### config.mk
export PLATFORM = sky130hd
export DESIGN_NAME = vibration_level_meter_flat
export DESIGN_NICKNAME = d
export VERILOG_FILES = /design/src/hw/rtl/vlm_pkg.sv /design/src/hw/rtl/vlm_in_if.sv /design/src/hw/rtl/vlm_out_if.sv /design/src/hw/rtl/vlm_isqrt.sv /design/src/hw/rtl/vibration_level_meter.sv /design/src/flat_wrapper.sv
export SDC_FILE = /design/constraint.sdc
export NUM_CORES = 2
export LEC_CHECK = 0
export ABC_CLOCK_PERIOD_IN_PS = 11200
export BUFFER_PORTS_ARGS = -buffer_cell sky130_fd_sc_hd__buf_2
export CAP_MARGIN = 20
export CORE_ASPECT_RATIO = 0.8
export CORE_MARGIN = 4
export CORE_UTILIZATION = 40
export CTS_CLUSTER_DIAMETER = 80
export CTS_CLUSTER_SIZE = 25
export DETAILED_ROUTE_END_ITERATION = 6
export GPL_ROUTABILITY_DRIVEN = 1
export GPL_TIMING_DRIVEN = 1
export PLACE_DENSITY_LB_ADDON = 0.3
export SYNTH_ARGS = -nofsm -noshare
export SYNTH_HDL_FRONTEND = slang
export SYNTH_SLANG_ARGS = --single-unit
### constraint.sdc
create_clock -name i_clk -period 11.2 [get_ports i_clk]
set_input_delay 2.8 -clock i_clk [delete_from_list [all_inputs] [get_ports i_clk]]
set_output_delay 2.8 -clock i_clk [all_outputs]
set_load 0.01 [all_outputs]
### src/hw/rtl/vlm_pkg.sv
// Package for the vibration level meter: field widths, constants, register
// indexes and the sequencer state type. No dependencies.
package vlm_pkg;

    localparam int ACCEL_W  = 16;
    localparam int LEVEL_W  = 24;
    localparam int ALPHA_W  = 9;
    localparam int GAIN_W   = 8;
    localparam int CFG_IDX_W = 1;
    localparam int CFG_DATA_W = 9;

    localparam int NUM_W    = 26;   // weighted sum of sample and previous sample
    localparam int DEV_W    = 17;   // deviation from the low-pass value
    localparam int SUMSQ_W  = 34;   // sum of three squared deviations
    localparam int RAD_W    = 50;   // sum of squares shifted up by 16
    localparam int ROOT_W   = 25;
    localparam int CNT_W    = 5;
    localparam int MUL_W    = 31;
    localparam int PROD_W   = 62;
    localparam int G10K_W   = 22;   // gain times 10000
    localparam int SCALE_SHIFT = 22;
    localparam int RAW_LVL_W = 26;

    localparam int WINDOW_DEF = 5;

    localparam logic [ALPHA_W-1:0]  ALPHA_RESET = 9'd128;
    localparam logic [ALPHA_W-1:0]  ALPHA_FULL  = 9'd256;
    localparam logic [GAIN_W-1:0]   GAIN_RESET  = 8'd10;
    localparam logic [LEVEL_W-1:0]  LEVEL_MAX   = 24'd8900000;
    localparam logic [MUL_W-1:0]    LEVEL_SCALE = 31'd10000;

    localparam logic [CFG_IDX_W-1:0] CFG_ALPHA = 1'd0;
    localparam logic [CFG_IDX_W-1:0] CFG_GAIN  = 1'd1;

    typedef enum logic [3:0] {
        S_IDLE,
        S_MA,
        S_MP,
        S_DEV,
        S_SQ,
        S_ACC,
        S_ROOT_GO,
        S_ROOT,
        S_LM,
        S_LVL,
        S_DIV,
        S_Q
    } t_state;

endpackage

### src/hw/rtl/vlm_in_if.sv
// Input channel of the vibration level meter: one three-axis sample per request.
// Depends on vlm_pkg.
interface vlm_in_if;
    import vlm_pkg::*;

    logic                       valid;
    logic                       ready;
    logic signed [ACCEL_W-1:0]  accel_x;
    logic signed [ACCEL_W-1:0]  accel_y;
    logic signed [ACCEL_W-1:0]  accel_z;

    modport source (output valid, output accel_x, output accel_y, output accel_z,
                    input ready);
    modport sink   (input valid, input accel_x, input accel_y, input accel_z,
                    output ready);
endinterface

### src/hw/rtl/vlm_out_if.sv
// Output channel of the vibration level meter: instantaneous and averaged level.
// Depends on vlm_pkg.
interface vlm_out_if;
    import vlm_pkg::*;

    logic                   valid;
    logic                   ready;
    logic [LEVEL_W-1:0]     level_now;
    logic [LEVEL_W-1:0]     level_smoothed;

    modport source (output valid, output level_now, output level_smoothed,
                    input ready);
    modport sink   (input valid, input level_now, input level_smoothed,
                    output ready);
endinterface

### src/hw/rtl/vlm_isqrt.sv
// Digit-by-digit integer square root, one result bit per cycle.
// Depends on vlm_pkg.
module vlm_isqrt (
    input  logic                        i_clk,
    input  logic                        i_rst_n,
    input  logic                        i_start,
    input  logic [vlm_pkg::RAD_W-1:0]   i_radicand,
    output logic                        o_done,
    output logic [vlm_pkg::ROOT_W-1:0]  o_root
);
    import vlm_pkg::*;

    localparam int REM_W = ROOT_W + 3;

    logic                r_busy;
    logic                r_done;
    logic [CNT_W-1:0]    r_cnt;
    logic [RAD_W-1:0]    r_rad;
    logic [REM_W-1:0]    r_rem;
    logic [ROOT_W-1:0]   r_root;

    logic [REM_W-1:0]    rem_sh;
    logic [REM_W-1:0]    trial;
    logic                fits;

    always_comb begin
        rem_sh = {r_rem[REM_W-3:0], r_rad[RAD_W-1 -: 2]};
        trial  = REM_W'({r_root, 2'b01});
        fits   = (rem_sh >= trial);
    end

    always_ff @(posedge i_clk) begin
        if (!i_rst_n) begin
            r_busy <= 1'b0;
            r_done <= 1'b0;
            r_cnt  <= '0;
        end else begin
            r_done <= 1'b0;
            if (i_start) begin
                r_busy <= 1'b1;
                r_cnt  <= '0;
            end else if (r_busy) begin
                r_cnt <= r_cnt + 1'b1;
                if (r_cnt == CNT_W'(ROOT_W - 1)) begin
                    r_busy <= 1'b0;
                    r_done <= 1'b1;
                end
            end
        end
    end

    always_ff @(posedge i_clk) begin
        if (i_start) begin
            r_rad  <= i_radicand;
            r_rem  <= '0;
            r_root <= '0;
        end else if (r_busy) begin
            r_rad <= {r_rad[RAD_W-3:0], 2'b00};
            if (fits) begin
                r_rem  <= rem_sh - trial;
                r_root <= {r_root[ROOT_W-2:0], 1'b1};
            end else begin
                r_rem  <= rem_sh;
                r_root <= {r_root[ROOT_W-2:0], 1'b0};
            end
        end
    end

    assign o_done = r_done;
    assign o_root = r_root;

endmodule

### src/hw/rtl/vibration_level_meter.sv
// Vibration level meter. The first sample after reset only loads the previous
// sample registers and gives no result. Every later sample holds ready low until
// its result is loaded into the output registers, so no new sample is taken while
// one is in progress. Per axis the shared multiplier forms the low-pass products
// and the squared deviation; then come the square root, gain scaling and mean. A
// waiting result stalls the next sample only when that sample has finished.
// Synchronous active-low reset clears the window, running sum and control registers.
module vibration_level_meter #(
    parameter int WINDOW = vlm_pkg::WINDOW_DEF
) (
    input  logic                            i_clk,
    input  logic                            i_rst_n,
    input  logic                            i_cfg_we,
    input  logic [vlm_pkg::CFG_IDX_W-1:0]   i_cfg_idx,
    input  logic [vlm_pkg::CFG_DATA_W-1:0]  i_cfg_data,
    vlm_in_if.sink                          i_in,
    vlm_out_if.source                       o_out
);
    import vlm_pkg::*;

    localparam int SLOT_W  = (WINDOW > 1) ? $clog2(WINDOW) : 1;
    localparam int TOTAL_W = LEVEL_W + $clog2(WINDOW);
    localparam logic [TOTAL_W:0] RECIP = (TOTAL_W + 1)'((64'd1 << TOTAL_W) / WINDOW);

    t_state                     r_state;
    t_state                     n_state;

    logic [ALPHA_W-1:0]         r_alpha;
    logic [GAIN_W-1:0]          r_gain;
    logic                       r_primed;
    logic signed [ACCEL_W-1:0]  r_a    [3];
    logic signed [ACCEL_W-1:0]  r_prev [3];
    logic [1:0]                 r_k;
    logic signed [NUM_W-1:0]    r_num;
    logic signed [DEV_W-1:0]    r_d;
    logic [SUMSQ_W-1:0]         r_sum;
    logic signed [PROD_W-1:0]   r_prod;
    logic [LEVEL_W-1:0]         r_win  [WINDOW];
    logic [SLOT_W-1:0]          r_slot;
    logic [TOTAL_W-1:0]         r_total;
    logic [LEVEL_W-1:0]         r_level;
    logic                       r_out_valid;
    logic [LEVEL_W-1:0]         r_out_now;
    logic [LEVEL_W-1:0]         r_out_smooth;

    logic                       in_ready;
    logic                       mul_en;
    logic signed [MUL_W-1:0]    mul_a;
    logic signed [MUL_W-1:0]    mul_b;
    logic                       sqrt_start;
    logic                       out_load;

    logic                       sqrt_done;
    logic [ROOT_W-1:0]          root;

    logic [ALPHA_W-1:0]         alpha_sat;
    logic signed [ACCEL_W-1:0]  cur_a;
    logic signed [ACCEL_W-1:0]  cur_p;
    logic signed [NUM_W-1:0]    num;
    logic signed [NUM_W-1:0]    num_adj;
    logic signed [NUM_W-1:0]    filt;
    logic signed [NUM_W-1:0]    dev_full;
    logic [RAW_LVL_W-1:0]       lvl_raw;
    logic [LEVEL_W-1:0]         lvl_sat;
    logic [LEVEL_W-1:0]         q0;
    logic [TOTAL_W-1:0]         q0_w;
    logic [TOTAL_W-1:0]         rem;
    logic [LEVEL_W-1:0]         smooth;
    logic                       in_take;
    logic                       out_take;

    vlm_isqrt u_isqrt (
        .i_clk      (i_clk),
        .i_rst_n    (i_rst_n),
        .i_start    (sqrt_start),
        .i_radicand ({r_sum, 16'd0}),
        .o_done     (sqrt_done),
        .o_root     (root)
    );

    assign in_take  = i_in.valid && in_ready;
    assign out_take = r_out_valid && o_out.ready;

    always_comb begin
        alpha_sat = (r_alpha > ALPHA_FULL) ? ALPHA_FULL : r_alpha;
        cur_a     = r_a[r_k];
        cur_p     = r_prev[r_k];

        // Division by 256 truncates toward zero, so negative sums are biased up.
        num       = r_num + $signed(r_prod[NUM_W-1:0]);
        num_adj   = num[NUM_W-1] ? (num + NUM_W'(255)) : num;
        filt      = num_adj >>> 8;
        dev_full  = NUM_W'(cur_a) - filt;

        lvl_raw   = r_prod[SCALE_SHIFT +: RAW_LVL_W];
        lvl_sat   = (lvl_raw > RAW_LVL_W'(LEVEL_MAX)) ? LEVEL_MAX : lvl_raw[LEVEL_W-1:0];

        // The reciprocal estimate is either exact or one below the true mean.
        q0        = r_prod[TOTAL_W +: LEVEL_W];
        q0_w      = TOTAL_W'(q0) * TOTAL_W'(WINDOW);
        rem       = r_total - q0_w;
        smooth    = (rem >= TOTAL_W'(WINDOW)) ? (q0 + 1'b1) : q0;
    end

    // Next state
    always_comb begin
        n_state = r_state;
        unique case (r_state)
            S_IDLE: begin
                if (in_take && r_primed) begin
                    n_state = S_MA;
                end
            end
            S_MA:      n_state = S_MP;
            S_MP:      n_state = S_DEV;
            S_DEV:     n_state = S_SQ;
            S_SQ:      n_state = S_ACC;
            S_ACC: begin
                n_state = (r_k == 2'd2) ? S_ROOT_GO : S_MA;
            end
            S_ROOT_GO: n_state = S_ROOT;
            S_ROOT: begin
                if (sqrt_done) begin
                    n_state = S_LM;
                end
            end
            S_LM:      n_state = S_LVL;
            S_LVL:     n_state = S_DIV;
            S_DIV:     n_state = S_Q;
            S_Q: begin
                if (!r_out_valid || o_out.ready) begin
                    n_state = S_IDLE;
                end
            end
            default:   n_state = S_IDLE;
        endcase
    end

    // Sequencer outputs: multiplier operands and unit controls
    always_comb begin
        in_ready   = 1'b0;
        mul_en     = 1'b0;
        mul_a      = '0;
        mul_b      = '0;
        sqrt_start = 1'b0;
        out_load   = 1'b0;
        unique case (r_state)
            S_IDLE: in_ready = 1'b1;
            S_MA: begin
                mul_en = 1'b1;
                mul_a  = $signed(MUL_W'(alpha_sat));
                mul_b  = MUL_W'(cur_a);
            end
            S_MP: begin
                mul_en = 1'b1;
                mul_a  = $signed(MUL_W'(ALPHA_FULL - alpha_sat));
                mul_b  = MUL_W'(cur_p);
            end
            S_DEV: begin
            end
            S_SQ: begin
                mul_en = 1'b1;
                mul_a  = MUL_W'(r_d);
                mul_b  = MUL_W'(r_d);
            end
            S_ACC: begin
            end
            S_ROOT_GO: begin
                sqrt_start = 1'b1;
                mul_en     = 1'b1;
                mul_a      = $signed(MUL_W'(r_gain));
                mul_b      = $signed(LEVEL_SCALE);
            end
            S_ROOT: begin
            end
            S_LM: begin
                mul_en = 1'b1;
                mul_a  = $signed(MUL_W'(root));
                mul_b  = $signed(MUL_W'(r_prod[G10K_W-1:0]));
            end
            S_LVL: begin
            end
            S_DIV: begin
                mul_en = 1'b1;
                mul_a  = $signed(MUL_W'(r_total));
                mul_b  = $signed(MUL_W'(RECIP));
            end
            S_Q: begin
                out_load = !r_out_valid || o_out.ready;
            end
            default: begin
            end
        endcase
    end

    // Control state
    always_ff @(posedge i_clk) begin
        if (!i_rst_n) begin
            r_state     <= S_IDLE;
            r_alpha     <= ALPHA_RESET;
            r_gain      <= GAIN_RESET;
            r_primed    <= 1'b0;
            r_slot      <= '0;
            r_total     <= '0;
            r_out_valid <= 1'b0;
            r_k         <= '0;
            for (int i = 0; i < 3; i++) begin
                r_prev[i] <= '0;
            end
            for (int i = 0; i < WINDOW; i++) begin
                r_win[i] <= '0;
            end
        end else begin
            r_state <= n_state;

            if (i_cfg_we) begin
                unique case (i_cfg_idx)
                    CFG_ALPHA: r_alpha <= i_cfg_data;
                    CFG_GAIN:  r_gain  <= i_cfg_data[GAIN_W-1:0];
                    default: begin
                    end
                endcase
            end

            if (in_take && !r_primed) begin
                r_primed  <= 1'b1;
                r_prev[0] <= i_in.accel_x;
                r_prev[1] <= i_in.accel_y;
                r_prev[2] <= i_in.accel_z;
            end

            if (in_take) begin
                r_k <= '0;
            end else if (r_state == S_ACC) begin
                r_k <= r_k + 1'b1;
            end

            if (r_state == S_LVL) begin
                r_prev[0]     <= r_a[0];
                r_prev[1]     <= r_a[1];
                r_prev[2]     <= r_a[2];
                r_win[r_slot] <= lvl_sat;
                r_total       <= r_total - TOTAL_W'(r_win[r_slot]) + TOTAL_W'(lvl_sat);
                r_slot        <= (r_slot == SLOT_W'(WINDOW - 1)) ? '0 : r_slot + 1'b1;
            end

            if (out_load) begin
                r_out_valid <= 1'b1;
            end else if (out_take) begin
                r_out_valid <= 1'b0;
            end
        end
    end

    // Datapath
    always_ff @(posedge i_clk) begin
        if (in_take) begin
            r_a[0] <= i_in.accel_x;
            r_a[1] <= i_in.accel_y;
            r_a[2] <= i_in.accel_z;
            r_sum  <= '0;
        end
        if (mul_en) begin
            r_prod <= mul_a * mul_b;
        end
        if (r_state == S_MP) begin
            r_num <= $signed(r_prod[NUM_W-1:0]);
        end
        if (r_state == S_DEV) begin
            r_d <= dev_full[DEV_W-1:0];
        end
        if (r_state == S_ACC) begin
            r_sum <= r_sum + r_prod[SUMSQ_W-1:0];
        end
        if (r_state == S_LVL) begin
            r_level <= lvl_sat;
        end
        if (out_load) begin
            r_out_now    <= r_level;
            r_out_smooth <= smooth;
        end
    end

    assign i_in.ready           = in_ready;
    assign o_out.valid          = r_out_valid;
    assign o_out.level_now      = r_out_now;
    assign o_out.level_smoothed = r_out_smooth;

endmodule
### src/flat_wrapper.sv
// flat-port wrapper written by rule: the top's interface ports become plain ports
module vibration_level_meter_flat import vlm_pkg::*;
#(
    parameter int WINDOW = vlm_pkg::WINDOW_DEF
)
  (i_clk, i_rst_n, i_cfg_we, i_cfg_idx, i_cfg_data, i_in_valid, i_in_accel_x, i_in_accel_y, i_in_accel_z, i_in_ready, o_out_valid, o_out_level_now, o_out_level_smoothed, o_out_ready);
  vlm_in_if i_in_i ();
  vlm_out_if o_out_i ();
  input  logic i_clk;
  input  logic i_rst_n;
  input  logic i_cfg_we;
  input  logic [vlm_pkg::CFG_IDX_W-1:0] i_cfg_idx;
  input  logic [vlm_pkg::CFG_DATA_W-1:0] i_cfg_data;
  input wire logic [$bits(i_in_i.valid)-1:0] i_in_valid;
  input wire logic [$bits(i_in_i.accel_x)-1:0] i_in_accel_x;
  input wire logic [$bits(i_in_i.accel_y)-1:0] i_in_accel_y;
  input wire logic [$bits(i_in_i.accel_z)-1:0] i_in_accel_z;
  output wire logic [$bits(i_in_i.ready)-1:0] i_in_ready;
  output wire logic [$bits(o_out_i.valid)-1:0] o_out_valid;
  output wire logic [$bits(o_out_i.level_now)-1:0] o_out_level_now;
  output wire logic [$bits(o_out_i.level_smoothed)-1:0] o_out_level_smoothed;
  input wire logic [$bits(o_out_i.ready)-1:0] o_out_ready;
  assign i_in_i.valid = i_in_valid;
  assign i_in_i.accel_x = i_in_accel_x;
  assign i_in_i.accel_y = i_in_accel_y;
  assign i_in_i.accel_z = i_in_accel_z;
  assign i_in_ready = i_in_i.ready;
  assign o_out_valid = o_out_i.valid;
  assign o_out_level_now = o_out_i.level_now;
  assign o_out_level_smoothed = o_out_i.level_smoothed;
  assign o_out_i.ready = o_out_ready;
  vibration_level_meter #(.WINDOW(WINDOW)) u_core (.i_clk(i_clk), .i_rst_n(i_rst_n), .i_cfg_we(i_cfg_we), .i_cfg_idx(i_cfg_idx), .i_cfg_data(i_cfg_data), .i_in(i_in_i), .o_out(o_out_i));
endmodule
==> impl_metrics.tcl <==
set metrics [dict create \
    outcome "complete, no violations" \
    fin_crit_sh_pct 96.0 \
    post_cts_buffers 0 \
    port_buffers 112 \
    synthTopCellsByArea "fa_1 (28%), edfxtp_1 (25%), ha_1 (7.0%), inv_1 (6.7%), nor2_1 (4.3%)" \
    synth_cell_types 91 \
    cts_hold_buf 0 \
    dp_cells 8231 \
    cp.arrival_ns 11.14 \
    cts_tree "built" \
    power_density_nw_per_um2 107 \
    die_x_um 449 \
    critPathBufInv 5 \
    worst_path_max_delay_cell "nor2_4" \
    path_class "register to register" \
    first_pass_iters 6 \
    root_buffer "clkbuf_16" \
    fin_crit_ns 10.75 \
    wire_per_inst_um 22.8 \
    cts_sinks 640 \
    post-route-drc-count 0 \
    ys_warn_count 0 \
    hold_viol 0 \
    ys_ff_latch 640 \
    ys_seq_area_share_pct 29.0 \
    die_height_um 361 \
    fmax_ghz 0.0930 \
    synth_top_area_cell "fa_1" \
    setup_viol 0 \
    clkLatencyLatePin_ns 0.64 \
    clock_skew_ns 0.0546 \
    maxSlewHeadroom_pct 18.3 \
    multiInputGateArea_um2 39400 \
    cp.required_ns 11.59 \
    grt_pass1_vias 45400 \
    synth.cell_area_um2 62300 \
    start_util_pct 40.3 \
    dieArea_um2 162000 \
    gp_congestion 0.970 \
    hpwl_um 149000 \
    slew_viol_final 0 \
    rsz0062_at_grt "false" \
    cpPeakStageDelay_ns 0.90 \
    io_pins 113 \
    setup_tns_ns 0 \
    drive_above_1_share_pct 6.98 \
    cts.reportedPaths.clkPinSlew_ns 0.11 \
    syn_inst 6195 \
    synth_top_area_share_pct 28.3 \
    p_leak_nw 30.1 \
    hold_class "register to register" \
    end_kind "register" \
    row_count 129 \
    nFillCells 14800 \
    cp_top_family "adder cells" \
    synth_edf_count 522 \
    synth_ff_type "edfxtp_1" \
    cpMostUsedCell "fa_1" \
    grt_pass1_wl_um 286000 \
    synthArstFlopShare_pct 0 \
    grt_use_total_pct 23.1 \
    tightest_slew_ns 1.23 \
    ir_drop_uv 121 \
    finalNetCount 7533 \
    worstPathMaxFanout 36 \
    max_cap_violations 0 \
    wirelength_um 189000 \
    area_delta_synth_final_pct 7.20 \
    overflow 0 \
    postCtsResizedCells 0 \
    drt-initial-drc-count 4518 \
    setup.worst_path.start_class "register" \
    dr_total_vias 45100 \
    antenna_found_initial 7 \
    cts_buffers 35 \
    cts_max_level 2 \
    syn_nets 7490 \
    via_per_inst 5.44 \
    clock_tree.buffer_depth 3 \
    core_area_um2 155000 \
    grt_max_degree 60 \
    regArea_um2 18000 \
    layoutNonFillerInstCount 8296 \
    avgSynthCellArea_um2 10.1 \
    ant_nets 0 \
]
-- cells in the mapped netlist (7+ instances only) --
master,n
a211oi_1,29
a21boi_0,10
a21o_1,72
a21oi_1,246
a221oi_1,10
a22o_1,51
a22oi_1,25
a31oi_1,21
and2_1,20
and3_1,33
and4_1,7
buf_1,31
clkbuf_1,194
dfxtp_1,118
edfxtp_1,522
fa_1,882
ha_1,350
inv_1,1105
mux2_2,20
mux2i_1,97
mux4_2,49
nand2_1,676
nand2b_1,69
nand3_1,59
nand3b_1,8
nand4_1,30
nor2_1,709
nor2b_1,39
nor3_1,64
nor3b_1,15
nor4_1,12
o2111ai_1,11
o211ai_1,19
o21a_1,29
o21ai_0,160
o21bai_1,19
o221ai_1,7
o22ai_1,14
o31ai_1,11
or2_2,22
or3_1,20
or4_1,7
xnor2_1,134
xor2_1,71
-- power breakdown --
| group | total (mW) | switching (mW) | internal [mW] | leakage (nW) |
|---|---|---|---|---|
| logic | 2.72 | 1.66 | 1.06 | 23.6 |
| registers | 2.92 | 0.159 | 2.77 | 5.99 |
| clock network | 1.48 | 0.842 | 0.640 | 0.528 |
-- cells by family after synthesis --
kind of cell               count (synthesis)  synth area share [%]
adders and majority gates               1232                  35.4
AOI/OAI and AO/OA                        799                  8.33
muxes                                    168                  3.73
xor gates and xnor gates                 205                  2.88
and+or+nand+nor                         1814                  12.6
buffers and inverters                   1337                  8.08
DFF                                      640                  29.0
-- final timing paths --
path / startpoint / endpoint / slack [ns] / cells after the start
worst min register to register: u_core.r_level[15]$_DFFE_PP_ / u_core.o_out.level_now[15]$_DFFE_PP_ / 0.43 / 0
worst max register to register: u_core.r_state[1]$_SDFFE_PN0P_ / u_core.r_prod[43]$_DFFE_PP_ / 0.45 / 30
worst max-delay path: u_core.r_state[1]$_SDFFE_PN0P_ / u_core.r_prod[43]$_DFFE_PP_ / 0.45 / 30
worst min-delay path: u_core.r_level[15]$_DFFE_PP_ / u_core.o_out.level_now[15]$_DFFE_PP_ / 0.43 / 0
-- flip-flops by register name (all words and copies together) (netlist names), 25 cells and up, named ones only --
name / cells
u_core.r_num: 26
u_core.r_win: 192
u_core.u_isqrt.o_root: 25
u_core.u_isqrt.r_rem: 26
u_core.r_total: 27
u_core.u_isqrt.r_rad: 34
u_core.r_sum: 34
u_core.r_a: 48
u_core.r_prod: 51
u_core.r_prev: 48
-- layout make-up --
type	instances	share of cell area (%)
multi-input combinational	4218	59.0
sequential	640	27.0
inverter	1107	6.22
tap	2030	3.80
timing repair buffer	236	2.29
clock buffer	51	1.47
clock inverter	12	0.208
antenna	2	0.00749
-- layout by cell type (no fill, tap or decap), types with 121 or more instances in the layout --
master    count
inv_1      1101
fa_1        882
nor2_1      705
nand2_1     676
edfxtp_1    522
ha_1        350
a21oi_1     238
o21ai_0     160
xnor2_1     134
buf_4       121
-- through the flow --
stage | area (um2) | hold WS [ns] | power [mW] | util [%] | setup slack [ns]
floorplan | 62300 | 0.400 | 4.87 | - | 1.52
global placement | 65600 | 0.401 | 5.58 | 42.4 | 0.651
detailed placement | 65700 | 0.405 | 5.64 | 42.5 | 0.631
CTS | 66800 | 0.422 | 7.13 | 43.2 | 0.589
global route | 66800 | 0.434 | 7.57 | 43.2 | 0.0978
finish | 66800 | 0.427 | 7.13 | 43.2 | 0.446
-- worst register-to-register path: cells and delay by family, from the launching register on --
family | cells | cell delay (ns)
buffers and inverters | 5 | 0.56
XOR/XNOR | 1 | 0.08
AO/OA/AOI/OAI | 8 | 1.95
AND/OR/NAND/NOR | 7 | 2.96
adder cells (fa/ha/maj) | 9 | 4.22
flip-flops | 1 | 0.74
-- metal layers --
layer | vias to the layer above | track usage [%] | part of all wire [%]
li1 | 20100 | - | -
met1 | 22900 | 33.8 | 45
met2 | 1881 | 34.1 | 42
met3 | 249 | 5.99 | 10
met4 | 2 | 5.90 | 3.0
met5 | - | 0.405 | 0.0042
Power figures use the tool's default switching activity.
